[config.mk]
export PLATFORM = sky130hd
export DESIGN_NAME = fnv1a_feature_hasher_unit_flat
export DESIGN_NICKNAME = d
export VERILOG_FILES = /design/src/sv/fnvh_pkg.sv /design/src/sv/fnvh_if.sv /design/src/sv/fnvh_ctrl.sv /design/src/sv/fnvh_datapath.sv /design/src/sv/fnv1a_feature_hasher_unit.sv /design/src/flat_wrapper.sv
export SDC_FILE = /design/constraint.sdc
export NUM_CORES = 2
export LEC_CHECK = 0
export BUFFER_PORTS_ARGS = -buffer_cell sky130_fd_sc_hd__buf_2
export CORE_MARGIN = 2
export CORE_UTILIZATION = 28
export CTS_CLUSTER_DIAMETER = 80
export DETAILED_ROUTE_END_ITERATION = 7
export PLACE_DENSITY_LB_ADDON = 0.1
export SETUP_SLACK_MARGIN = 0.4
export SYNTH_ARGS = -nofsm -noshare
export SYNTH_HDL_FRONTEND = slang
export SYNTH_SLANG_ARGS = --single-unit
export TNS_END_PERCENT = 50
[constraint.sdc]
create_clock -name clk -period 12.75 [get_ports clk]
set_clock_uncertainty 0.1 [all_clocks]
set_input_delay 1.275 -clock clk [delete_from_list [all_inputs] [get_ports clk]]
set_output_delay 1.275 -clock clk [all_outputs]
set_load 0.01 [all_outputs]
[src/sv/fnvh_pkg.sv]
`timescale 1ns / 1ps
`default_nettype none
package fnvh_pkg;

  localparam int unsigned MAX_DIGITS = 6;

  localparam logic [63:0] FNV_BASIS    = 64'hcbf29ce484222325;
  localparam logic [63:0] FNV_PRIME_LO = 64'h00000000000001b3;
  localparam int unsigned FNV_PRIME_SH = 40;

  function automatic logic [63:0] pow10(input int unsigned n);
    logic [63:0] acc;
    acc = 64'd1;
    for (int unsigned i = 0; i < n; i++) begin
      acc = acc * 64'd10;
    end
    return acc;
  endfunction

  localparam logic [63:0] CLAMP_LIMIT = pow10(MAX_DIGITS);
  localparam int unsigned VAL_W       = $clog2(CLAMP_LIMIT);
  localparam int unsigned DIG_W       = 4 * MAX_DIGITS;
  localparam int unsigned CNT_W       = $clog2(VAL_W + 1);
  localparam int unsigned IDX_W       = (MAX_DIGITS > 1) ? $clog2(MAX_DIGITS) : 1;

  typedef enum logic [1:0] {
    OP_BYTE  = 2'd0,
    OP_INT   = 2'd1,
    OP_EMPTY = 2'd2
  } op_t;

  typedef enum logic [1:0] {
    ST_IDLE,
    ST_CONVERT,
    ST_DIGITS,
    ST_FINISH
  } state_t;

  typedef struct packed {
    logic             byte_step;
    logic             emit_byte;
    logic             emit_basis;
    logic             ld_int;
    logic             dd_step;
    logic             dig_step;
    logic [IDX_W-1:0] dig_idx;
    logic             emit_int;
  } cmd_t;

  typedef struct packed {
    logic out_valid;
  } stat_t;

  // xor the byte in, multiply by the prime (2^40 + 0x1b3) modulo 2^64
  function automatic logic [63:0] fnv_byte(input logic [63:0] h, input logic [7:0] b);
    logic [63:0] x;
    x = h ^ {56'd0, b};
    return (x << FNV_PRIME_SH) + (x * FNV_PRIME_LO);
  endfunction

  // add three to every digit of five or more ahead of the shift
  function automatic logic [DIG_W-1:0] dd_adjust(input logic [DIG_W-1:0] bcd);
    logic [DIG_W-1:0] res;
    res = bcd;
    for (int unsigned i = 0; i < MAX_DIGITS; i++) begin
      if (bcd[4*i +: 4] >= 4'd5) begin
        res[4*i +: 4] = bcd[4*i +: 4] + 4'd3;
      end
    end
    return res;
  endfunction

endpackage
`default_nettype wire

[src/sv/fnvh_if.sv]
`timescale 1ns / 1ps
`default_nettype none
interface fnvh_in_if;
  logic        valid;
  logic        ready;
  logic [1:0]  opcode;
  logic [7:0]  text_byte;
  logic        last_byte;
  logic [63:0] id_value;

  modport source (output valid, output opcode, output text_byte, output last_byte,
                  output id_value, input ready);
  modport sink (input valid, input opcode, input text_byte, input last_byte,
                input id_value, output ready);
endinterface

interface fnvh_out_if;
  logic        valid;
  logic        ready;
  logic [63:0] hash_out;

  modport source (output valid, output hash_out, input ready);
  modport sink (input valid, input hash_out, output ready);
endinterface
`default_nettype wire

[src/sv/fnvh_ctrl.sv]
`timescale 1ns / 1ps
`default_nettype none
module fnvh_ctrl (
  input  wire logic             clk,
  input  wire logic             rst_n,
  input  wire logic             in_valid,
  input  wire logic [1:0]       in_opcode,
  input  wire logic             in_last,
  input  wire logic             out_ready,
  input  wire fnvh_pkg::stat_t  stat,
  output logic                  in_ready,
  output fnvh_pkg::cmd_t        cmd
);

  fnvh_pkg::state_t                 state_r, state_nxt;
  logic [fnvh_pkg::CNT_W-1:0]       cnt_r, cnt_nxt;
  logic [fnvh_pkg::IDX_W-1:0]       dig_r, dig_nxt;
  logic                             out_free;
  logic                             fire;

  assign out_free = !stat.out_valid || out_ready;
  assign fire     = in_valid && in_ready;

  always_comb begin
    state_nxt = state_r;
    case (state_r)
      fnvh_pkg::ST_IDLE: begin
        if (fire && (fnvh_pkg::op_t'(in_opcode) == fnvh_pkg::OP_INT)) begin
          state_nxt = fnvh_pkg::ST_CONVERT;
        end
      end
      fnvh_pkg::ST_CONVERT: begin
        if (cnt_r == fnvh_pkg::CNT_W'(1)) begin
          state_nxt = fnvh_pkg::ST_DIGITS;
        end
      end
      fnvh_pkg::ST_DIGITS: begin
        if (dig_r == '0) begin
          state_nxt = fnvh_pkg::ST_FINISH;
        end
      end
      fnvh_pkg::ST_FINISH: begin
        if (out_free) begin
          state_nxt = fnvh_pkg::ST_IDLE;
        end
      end
      default: state_nxt = fnvh_pkg::ST_IDLE;
    endcase
  end

  always_comb begin
    in_ready = 1'b0;
    cmd      = '0;
    cmd.dig_idx = dig_r;
    case (state_r)
      fnvh_pkg::ST_IDLE: begin
        in_ready = out_free;
        case (fnvh_pkg::op_t'(in_opcode))
          fnvh_pkg::OP_BYTE: begin
            cmd.byte_step = fire;
            cmd.emit_byte = fire && in_last;
          end
          fnvh_pkg::OP_INT:   cmd.ld_int     = fire;
          fnvh_pkg::OP_EMPTY: cmd.emit_basis = fire;
          default: ;
        endcase
      end
      fnvh_pkg::ST_CONVERT: cmd.dd_step  = 1'b1;
      fnvh_pkg::ST_DIGITS:  cmd.dig_step = 1'b1;
      fnvh_pkg::ST_FINISH:  cmd.emit_int = out_free;
      default: ;
    endcase
  end

  always_comb begin
    cnt_nxt = cnt_r;
    dig_nxt = dig_r;
    if (cmd.ld_int) begin
      cnt_nxt = fnvh_pkg::CNT_W'(fnvh_pkg::VAL_W);
      dig_nxt = fnvh_pkg::IDX_W'(fnvh_pkg::MAX_DIGITS - 1);
    end else begin
      if (cmd.dd_step) begin
        cnt_nxt = cnt_r - fnvh_pkg::CNT_W'(1);
      end
      if (cmd.dig_step && (dig_r != '0)) begin
        dig_nxt = dig_r - fnvh_pkg::IDX_W'(1);
      end
    end
  end

  always_ff @(posedge clk) begin
    if (!rst_n) begin
      state_r <= fnvh_pkg::ST_IDLE;
      cnt_r   <= '0;
      dig_r   <= '0;
    end else begin
      state_r <= state_nxt;
      cnt_r   <= cnt_nxt;
      dig_r   <= dig_nxt;
    end
  end

endmodule
`default_nettype wire

[src/sv/fnvh_datapath.sv]
`timescale 1ns / 1ps
`default_nettype none
module fnvh_datapath (
  input  wire logic            clk,
  input  wire logic            rst_n,
  input  wire fnvh_pkg::cmd_t  cmd,
  input  wire logic [7:0]      in_text_byte,
  input  wire logic [63:0]     in_id_value,
  input  wire logic            out_ready,
  output fnvh_pkg::stat_t      stat,
  output logic [63:0]          out_hash
);

  logic [63:0]                  run_r, run_nxt;
  logic [fnvh_pkg::VAL_W-1:0]   bin_r, bin_nxt;
  logic [fnvh_pkg::DIG_W-1:0]   bcd_r, bcd_nxt;
  logic [fnvh_pkg::DIG_W-1:0]   bcd_adj;
  logic [63:0]                  work_r, work_nxt;
  logic                         started_r, started_nxt;
  logic [63:0]                  out_hash_r, out_hash_nxt;
  logic                         out_valid_r, out_valid_nxt;
  logic [63:0]                  byte_hash;
  logic [3:0]                   digit;
  logic                         take;

  assign byte_hash = fnvh_pkg::fnv_byte(run_r, in_text_byte);
  assign bcd_adj   = fnvh_pkg::dd_adjust(bcd_r);
  assign digit     = bcd_r[cmd.dig_idx*4 +: 4];
  assign take      = started_r || (digit != 4'd0) || (cmd.dig_idx == '0);

  always_comb begin
    run_nxt = run_r;
    if (cmd.byte_step) begin
      run_nxt = cmd.emit_byte ? fnvh_pkg::FNV_BASIS : byte_hash;
    end
  end

  // clamp, then binary to decimal one bit a cycle, then hash from the top digit
  always_comb begin
    bin_nxt     = bin_r;
    bcd_nxt     = bcd_r;
    work_nxt    = work_r;
    started_nxt = started_r;
    if (cmd.ld_int) begin
      if (in_id_value[63] || (in_id_value >= fnvh_pkg::CLAMP_LIMIT)) begin
        bin_nxt = '0;
      end else begin
        bin_nxt = in_id_value[fnvh_pkg::VAL_W-1:0];
      end
      bcd_nxt     = '0;
      work_nxt    = fnvh_pkg::FNV_BASIS;
      started_nxt = 1'b0;
    end else if (cmd.dd_step) begin
      bcd_nxt = {bcd_adj[fnvh_pkg::DIG_W-2:0], bin_r[fnvh_pkg::VAL_W-1]};
      bin_nxt = bin_r << 1;
    end else if (cmd.dig_step && take) begin
      work_nxt    = fnvh_pkg::fnv_byte(work_r, {4'h3, digit});
      started_nxt = 1'b1;
    end
  end

  always_comb begin
    out_hash_nxt  = out_hash_r;
    out_valid_nxt = out_valid_r && !out_ready;
    if (cmd.emit_byte) begin
      out_hash_nxt  = byte_hash;
      out_valid_nxt = 1'b1;
    end else if (cmd.emit_basis) begin
      out_hash_nxt  = fnvh_pkg::FNV_BASIS;
      out_valid_nxt = 1'b1;
    end else if (cmd.emit_int) begin
      out_hash_nxt  = work_r;
      out_valid_nxt = 1'b1;
    end
  end

  always_ff @(posedge clk) begin
    if (!rst_n) begin
      run_r       <= fnvh_pkg::FNV_BASIS;
      out_valid_r <= 1'b0;
      started_r   <= 1'b0;
    end else begin
      run_r       <= run_nxt;
      out_valid_r <= out_valid_nxt;
      started_r   <= started_nxt;
    end
  end

  always_ff @(posedge clk) begin
    bin_r      <= bin_nxt;
    bcd_r      <= bcd_nxt;
    work_r     <= work_nxt;
    out_hash_r <= out_hash_nxt;
  end

  assign stat.out_valid = out_valid_r;
  assign out_hash       = out_hash_r;

endmodule
`default_nettype wire

[src/sv/fnv1a_feature_hasher_unit.sv]
`timescale 1ns / 1ps
`default_nettype none
// channel    dir  payload                                   handshake
// in_chan    in   opcode, text_byte, last_byte, id_value    valid / ready
// out_chan   out  hash_out                                  valid / ready
//
// A string byte folds into the running hash; the last byte of a string, or an empty
// string, puts its hash in the output register. An integer feature is clamped, then
// converted binary to decimal one bit a cycle, then hashed one digit a cycle from the top.
// Reset restores the running string hash to the offset basis and empties the output.
// A request is taken while a result waits only if that result is taken in the same cycle.
module fnv1a_feature_hasher_unit (
  input wire logic     clk,
  input wire logic     rst_n,
  fnvh_in_if.sink      in_chan,
  fnvh_out_if.source   out_chan
);

  fnvh_pkg::cmd_t  cmd;
  fnvh_pkg::stat_t stat;
  logic            in_ready;
  logic [63:0]     hash;

  fnvh_ctrl u_ctrl (
    .clk       (clk),
    .rst_n     (rst_n),
    .in_valid  (in_chan.valid),
    .in_opcode (in_chan.opcode),
    .in_last   (in_chan.last_byte),
    .out_ready (out_chan.ready),
    .stat      (stat),
    .in_ready  (in_ready),
    .cmd       (cmd)
  );

  fnvh_datapath u_datapath (
    .clk          (clk),
    .rst_n        (rst_n),
    .cmd          (cmd),
    .in_text_byte (in_chan.text_byte),
    .in_id_value  (in_chan.id_value),
    .out_ready    (out_chan.ready),
    .stat         (stat),
    .out_hash     (hash)
  );

  assign in_chan.ready     = in_ready;
  assign out_chan.valid    = stat.out_valid;
  assign out_chan.hash_out = hash;

endmodule
`default_nettype wire

[src/flat_wrapper.sv]
// flat-port wrapper written by rule: the top's interface ports become plain ports
module fnv1a_feature_hasher_unit_flat 
  (clk, rst_n, in_chan_valid, in_chan_opcode, in_chan_text_byte, in_chan_last_byte, in_chan_id_value, in_chan_ready, out_chan_valid, out_chan_hash_out, out_chan_ready);
  fnvh_in_if in_chan_i ();
  fnvh_out_if out_chan_i ();
  input wire logic clk;
  input wire logic rst_n;
  input wire logic [$bits(in_chan_i.valid)-1:0] in_chan_valid;
  input wire logic [$bits(in_chan_i.opcode)-1:0] in_chan_opcode;
  input wire logic [$bits(in_chan_i.text_byte)-1:0] in_chan_text_byte;
  input wire logic [$bits(in_chan_i.last_byte)-1:0] in_chan_last_byte;
  input wire logic [$bits(in_chan_i.id_value)-1:0] in_chan_id_value;
  output wire logic [$bits(in_chan_i.ready)-1:0] in_chan_ready;
  output wire logic [$bits(out_chan_i.valid)-1:0] out_chan_valid;
  output wire logic [$bits(out_chan_i.hash_out)-1:0] out_chan_hash_out;
  input wire logic [$bits(out_chan_i.ready)-1:0] out_chan_ready;
  assign in_chan_i.valid = in_chan_valid;
  assign in_chan_i.opcode = in_chan_opcode;
  assign in_chan_i.text_byte = in_chan_text_byte;
  assign in_chan_i.last_byte = in_chan_last_byte;
  assign in_chan_i.id_value = in_chan_id_value;
  assign in_chan_ready = in_chan_i.ready;
  assign out_chan_valid = out_chan_i.valid;
  assign out_chan_hash_out = out_chan_i.hash_out;
  assign out_chan_i.ready = out_chan_ready;
  fnv1a_feature_hasher_unit u_core (.clk(clk), .rst_n(rst_n), .in_chan(in_chan_i), .out_chan(out_chan_i));
endmodule
### Yosys cells after proc, flatten, opt, wreduce, memory -nomap -nowiden

Index checks and enable logic that the tools add are counted.

* bits in registers: 248
* input bits: 79
* output and inout port bits: 66
* logic and storage cells: 102

* add/sub/neg operators: 10
* multipliers: 2
* magnitude comparators: 7
* equal/unequal tests: 10
* shift-type cells: 1
* multiplexer cells: 33
* bitwise operators: 4
* reduce and logical (&&, ||, !) cells: 23

Operators with widths (number)
* two-way mux 64 bit: 4
* adder 64 bit: 2
* multiplier 64 x 9 -> 64 bit, second input constant: 2
* >= comparator 64 x 20 -> 1 bit, second input constant: 1
* bitwise XOR 64 x 6 -> 64 bit: 1
* bitwise XOR 64 x 8 -> 64 bit: 1
* two-way mux 20 bit: 3
* >= comparator 4 x 3 -> 1 bit, second input constant: 6
* two-way mux 4 bit: 6
* indexed part select 24 x 6 -> 4 bit: 1
* adder 4 x 2 -> 4 bit, second input constant: 5
* two-way mux 2 bit: 5
* two-way mux 5 bit: 2
* two-way mux 1 bit: 9
* two-way mux 3 bit: 3
* inequality test 2 bit, second input constant: 4
* one-hot mux 2 bit (4 select lines): 1
* equality test 2 bit, second input constant: 3
* logical AND 1 bit: 6
* nonzero test 3 bit: 2
* equality test 5 x 1 -> 1 bit, second input constant: 1
* subtractor 5 x 1 -> 5 bit, second input constant: 1
* equality test 2 x 1 -> 1 bit, second input constant: 2
* zero test 2 bit: 2
* other kinds (11): 17

### Longest topological paths before layout

* depth in word-level cells: 9
* depth in mapped cells: 25
* depth with buffers taken out: 24

### Modules after synthesis

Synthesis repeated with hierarchy kept, for this count alone.

* cells, all modules: 3442
* area, all modules: 32408.6 sq um

By module, submodules not included
* fnvh_datapath: times used 1, cells each 3373, area an instance 31805.5 sq um, seq. area each 5605.4 sq um
* fnvh_ctrl: times used 1, cells each 69, area an instance 603.1 sq um, seq. area each 200.2 sq um

### Least setup slack after synthesis

Ideal clock, no wire load.

* kind: input-to-reg
* start: in in_chan_text_byte[6]
* end: reg u_core.u_datapath.out_hash_r[41], in the netlist u_core.u_datapath.out_hash[41], data pin
* library setup time: 0.267 ns
* data arrival time: 5.882 ns
* data required time: 12.383 ns
* setup slack: 6.500 ns
* stages: 20
* path buffers: 0
* path through: xor2_1 ha_1 inv_1 fa_1 inv_1 fa_1 inv_1 fa_1 inv_1 ha_1 ha_1 a21o_1 o32a_1 a21oi_1 o21ai_1 a31oi_1 o21bai_1 o31a_1 xnor2_1 o21ai_0

* cells in the longest elaborated chain, start to end: 4

RTL lines
* start, declared: line flat_wrapper.sv:10 `input wire logic [$bits(in_chan_i.text_byte)-1:0] in_chan_text_byte;`
* bitwise XOR 64 x 8 -> 64 bit: line fnvh_pkg.sv:57 `x = h ^ {56'd0, b};`
* multiplier 64 x 9 -> 64 bit: line fnvh_pkg.sv:58 `return (x << FNV_PRIME_SH) + (x * FNV_PRIME_LO);`
* adder 64 bit: line fnvh_pkg.sv:58
* two-way mux 64 bit: line fnvh_datapath.sv:65 `if (cmd.emit_byte) begin`
* net u_core.u_datapath.out_hash_nxt[41]: line fnvh_datapath.sv:20 `logic [63:0] out_hash_r, out_hash_nxt;`
* end signal, assigned: line fnvh_datapath.sv:93 `out_hash_r <= out_hash_nxt;`
* end, declared: line fnvh_datapath.sv:20

The timed path passes the listed nets, and every way through them passes these cells.
A chain may end at the register's enable or synchronous reset.

### Worst setup path after layout

* start: reg u_core.u_ctrl.dig_r[0] (netlist bit)
* end: reg u_core.u_datapath.work_r[63]

* cells in the longest elaborated chain, start to end: 6
* elaborated cells on any way between the ends: 10
* classes of those cells: add/sub: 1; mul: 1; shift: 1; bitwise: 1; reduce/logical: 6

RTL lines
* start, declared: line fnvh_ctrl.sv:17 `logic [fnvh_pkg::IDX_W-1:0] dig_r, dig_nxt;`
* start signal, assigned: line fnvh_ctrl.sv:99 `dig_r <= dig_nxt;`
* parallel branches: the longest is 6 deep, another holds multiplier 64 x 9 -> 64 bit
* end signal, assigned: line fnvh_datapath.sv:92 `work_r <= work_nxt;`
* end, declared: line fnvh_datapath.sv:18 `logic [63:0] work_r, work_nxt;`

Several ways; the timed one is not identified.

==> results.json <==
{
  "htreeDepth": 2,
  "synth_top_family_by_area": "adder cells",
  "r2r-end": "u_core.u_datapath.work_r[63]",
  "outcome": "finished clean",
  "yosys.area.top_type": "fa_1",
  "synth-xor-area-share": 0.04181,
  "period_needed_ns": 7.375,
  "post-cts-setup-buffers": 0,
  "r2r_slack_ns": 5.38,
  "vias": 24040,
  "numPortBuffers": 144,
  "holdPathEnd": "u_core.u_datapath.work_r[4]",
  "dr.pass1.iters": 7,
  "critPathKind": "register to register",
  "regToRegStartpoint": "u_core.u_ctrl.dig_r[0]",
  "synth_cell_types": 74,
  "synth_top_flop_cell": "dfxtp_1",
  "reg2reg_depth": 22,
  "area_growth_pct": 11.10,
  "syn-cell-area_sq_um": 32680,
  "fin_crit_sh": 0.5784,
  "fin_setup_tns_ns": 0,
  "min_path_type": "register to register",
  "grt_start_max_net_pins": 65,
  "die_width_um": 345.6,
  "grtUsageTotal": 0.1946,
  "synth.mux.area_fraction": 0.01011,
  "clk_latency_ns": 0.62,
  "slew_headroom": 0.2666,
  "avgSynthCellArea_sq_um": 9.395,
  "die_area_sq_um": 119500,
  "fp.coreArea_sq_um": 115900,
  "synth-edff-count": 84,
  "gp_congestion": 0.8725,
  "drv_cap": 0,
  "drt_iter0_drc": 1135,
  "synthTopCellsByArea": "fa_1 30%, ha_1 14%, dfxtp_1 10%",
  "io-pin-count": 145,
  "cp-end-kind": "register",
  "synth-simple-area-share": 0.09760,
  "required_ns": 13.10,
  "synth_nets": 4406,
  "finalSetupViolCount": 0,
  "worstHoldStart": "u_core.u_datapath.work_r[4]",
  "synth_most_common_cell": "inv_1",
  "synth-seq-area-share": 0.1777,
  "wirelength_mm": 113.8,
  "grt_pass1_wl_mm": 174.3,
  "holdBufCountCts": 0,
  "drtAntennaViolNets": 0,
  "ctsResizeCount": 0,
  "synthCells": 3478,
  "place_hpwl_mm": 95.22,
  "report.final.slew_viol_count": 0,
  "yosys_register_bits": 248,
  "grt_overflow": 0,
  "die_height_um": 345.6,
  "grt_pass1_vias": 26430,
  "cts_tree": "done",
  "hold_viol": 0,
  "numCtsBuffers": 39,
  "viasPerCell": 4.693,
  "hold_depth": 2,
  "clock_path_buffers": 3,
  "clock_sinks": 248,
  "tightest_slew_ns": 1.100,
  "post-route-drc-count": 0,
  "netlist.area_leader.share": 0.2996,
  "rsz0062_at_grt": "no",
  "core.rowCount": 125,
  "synth_common_cells": "726 x inv_1, 489 x fa_1, 360 x ha_1, 235 x nand2_1, 201 x a21oi_1",
  "synthArstFlopShare": 0,
  "wl_per_cell_um": 22.22,
  "start_kind": "register",
  "cts_root_buf": "clkbuf_16",
  "synthAdderAreaFrac": 0.4374,
  "nets": 4492,
  "clkSlewWorstSetupHoldPaths_ns": 0.06,
  "synth-warning-count": 0,
  "antenna_found_initial": 5,
  "drive_gt1_frac": 0.06954,
  "fmax_mhz": 135.6,
  "worst-path-max-fanout": 10,
  "synth-compound-area-share": 0.1379,
  "start_util": 0.2820,
  "cp.arrival_ns": 7.72
}
## logic make-up after synthesis
kind of cell               Yosys count
xor gates and xnor gates           156
DFF                                248
muxes                               28
and+or+nand+nor                    666
AOI/OAI and AO/OA                  687
adders and majority gates          849
buffers and inverters              844
## metal layers
metal / track usage / vias up / part of all wire
met4: 0.04376 / 0 / 0.023
met2: 0.3223 / 435 / 0.47
met5: 0 / - / 0
met3: 0.02092 / 93 / 0.033
met1: 0.2726 / 11930 / 0.48
li1: - / 11590 / -
## critical path: stages, from the launching register on
cell      delay [ns]
dfxtp_1         0.67
mux4_2          0.56
mux2i_1         0.28
xnor2_1         0.38
ha_1            0.40
xor2_1          0.30
ha_1            0.29
inv_1           0.07
fa_1            0.42
fa_1            0.50
inv_1           0.04
ha_1            0.27
ha_1            0.38
o21ai_0         0.11
a221oi_1        0.30
o211ai_1        0.21
a211oi_1        0.47
o21ai_1         0.28
o21a_1          0.31
a21oi_1         0.42
a311oi_1        0.20
xnor2_1         0.17
a31oi_1         0.09
## cells in the final DEF, fill, tap and decap left out, drive strengths merged, types with 9 or more instances in the layout
master	count
a21oi	203
or3	14
clkbuf	54
a22oi	20
ha	360
inv	728
nor4	19
mux2i	24
xor2	59
o21a	16
o21ai	122
nand3	56
nand2b	22
and2	17
nor3	29
a31oi	23
a22o	45
edfxtp	84
and3	23
nand4	35
o21bai	22
o22a	23
clkinv	15
fa	489
nor2	135
a211oi	17
a21o	87
dfxtp	164
o31ai	9
nor2b	48
xnor2	97
buf	162
a21boi	14
o211ai	31
nand2	235
## how the worst max path moves through the flow
stage | startpoint | end | slack, ns | cells past startpoint
6_report | u_core.u_ctrl.dig_r[0] | u_core.u_datapath.work_r[63] | 5.38 | 22
5_1_grt | u_core.u_ctrl.dig_r[0] | u_core.u_datapath.work_r[63] | 4.76 | 22
4_1_cts | u_core.u_ctrl.dig_r[0] | u_core.u_datapath.work_r[63] | 5.19 | 22
3_5_place_dp | in_chan_text_byte[0] | u_core.u_datapath.out_hash[57] | 5.00 | 21
3_3_place_gp | in_chan_text_byte[0] | u_core.u_datapath.out_hash[59] | 4.96 | 24
2_1_floorplan | in_chan_text_byte[6] | u_core.u_datapath.out_hash[41] | 6.50 | 20
## metrics by stage
stage	hold slack, ns	utilization	cell area [sq um]	setup slack, ns	cells
finish	0.3579	0.3133	36300	5.375	5122
global route	0.3959	0.3132	36300	4.761	5119
CTS	0.3580	0.3132	36300	5.187	5119
detailed placement	0.3503	0.3024	35050	5.003	5047
global placement	0.3466	0.3024	35050	4.955	5047
floorplan	0.3363	-	32680	6.500	3478
## final cells by class
type / count / area [sq um]
clock buffers: 54 / 1105
fillers: 12140 / 79590
repair buffers: 162 / 855.8
multi-input cells: 2386 / 23750
diodes: 3 / 7.507
inverters: 727 / 2729
flip-flops and latches: 248 / 5806
well taps: 1524 / 1907
clock inverters: 18 / 145.1
## registers in the layout (all words and copies together) (netlist names)
name and count:
u_core.u_datapath.run_r 64, u_core.u_datapath.work_r 64, u_core.u_datapath.stat 1, u_core.u_datapath.bcd_r 24
u_core.u_ctrl.state_r 2, u_core.u_ctrl.cnt_r 5, u_core.u_datapath.bin_r 20, u_core.u_datapath.started_r 1
u_core.u_datapath.out_hash 64, u_core.u_ctrl.dig_r 3
Power is left out: the tool's default activity adds up to more than one toggle a clock period on the data nets, which glitch-free logic cannot reach.
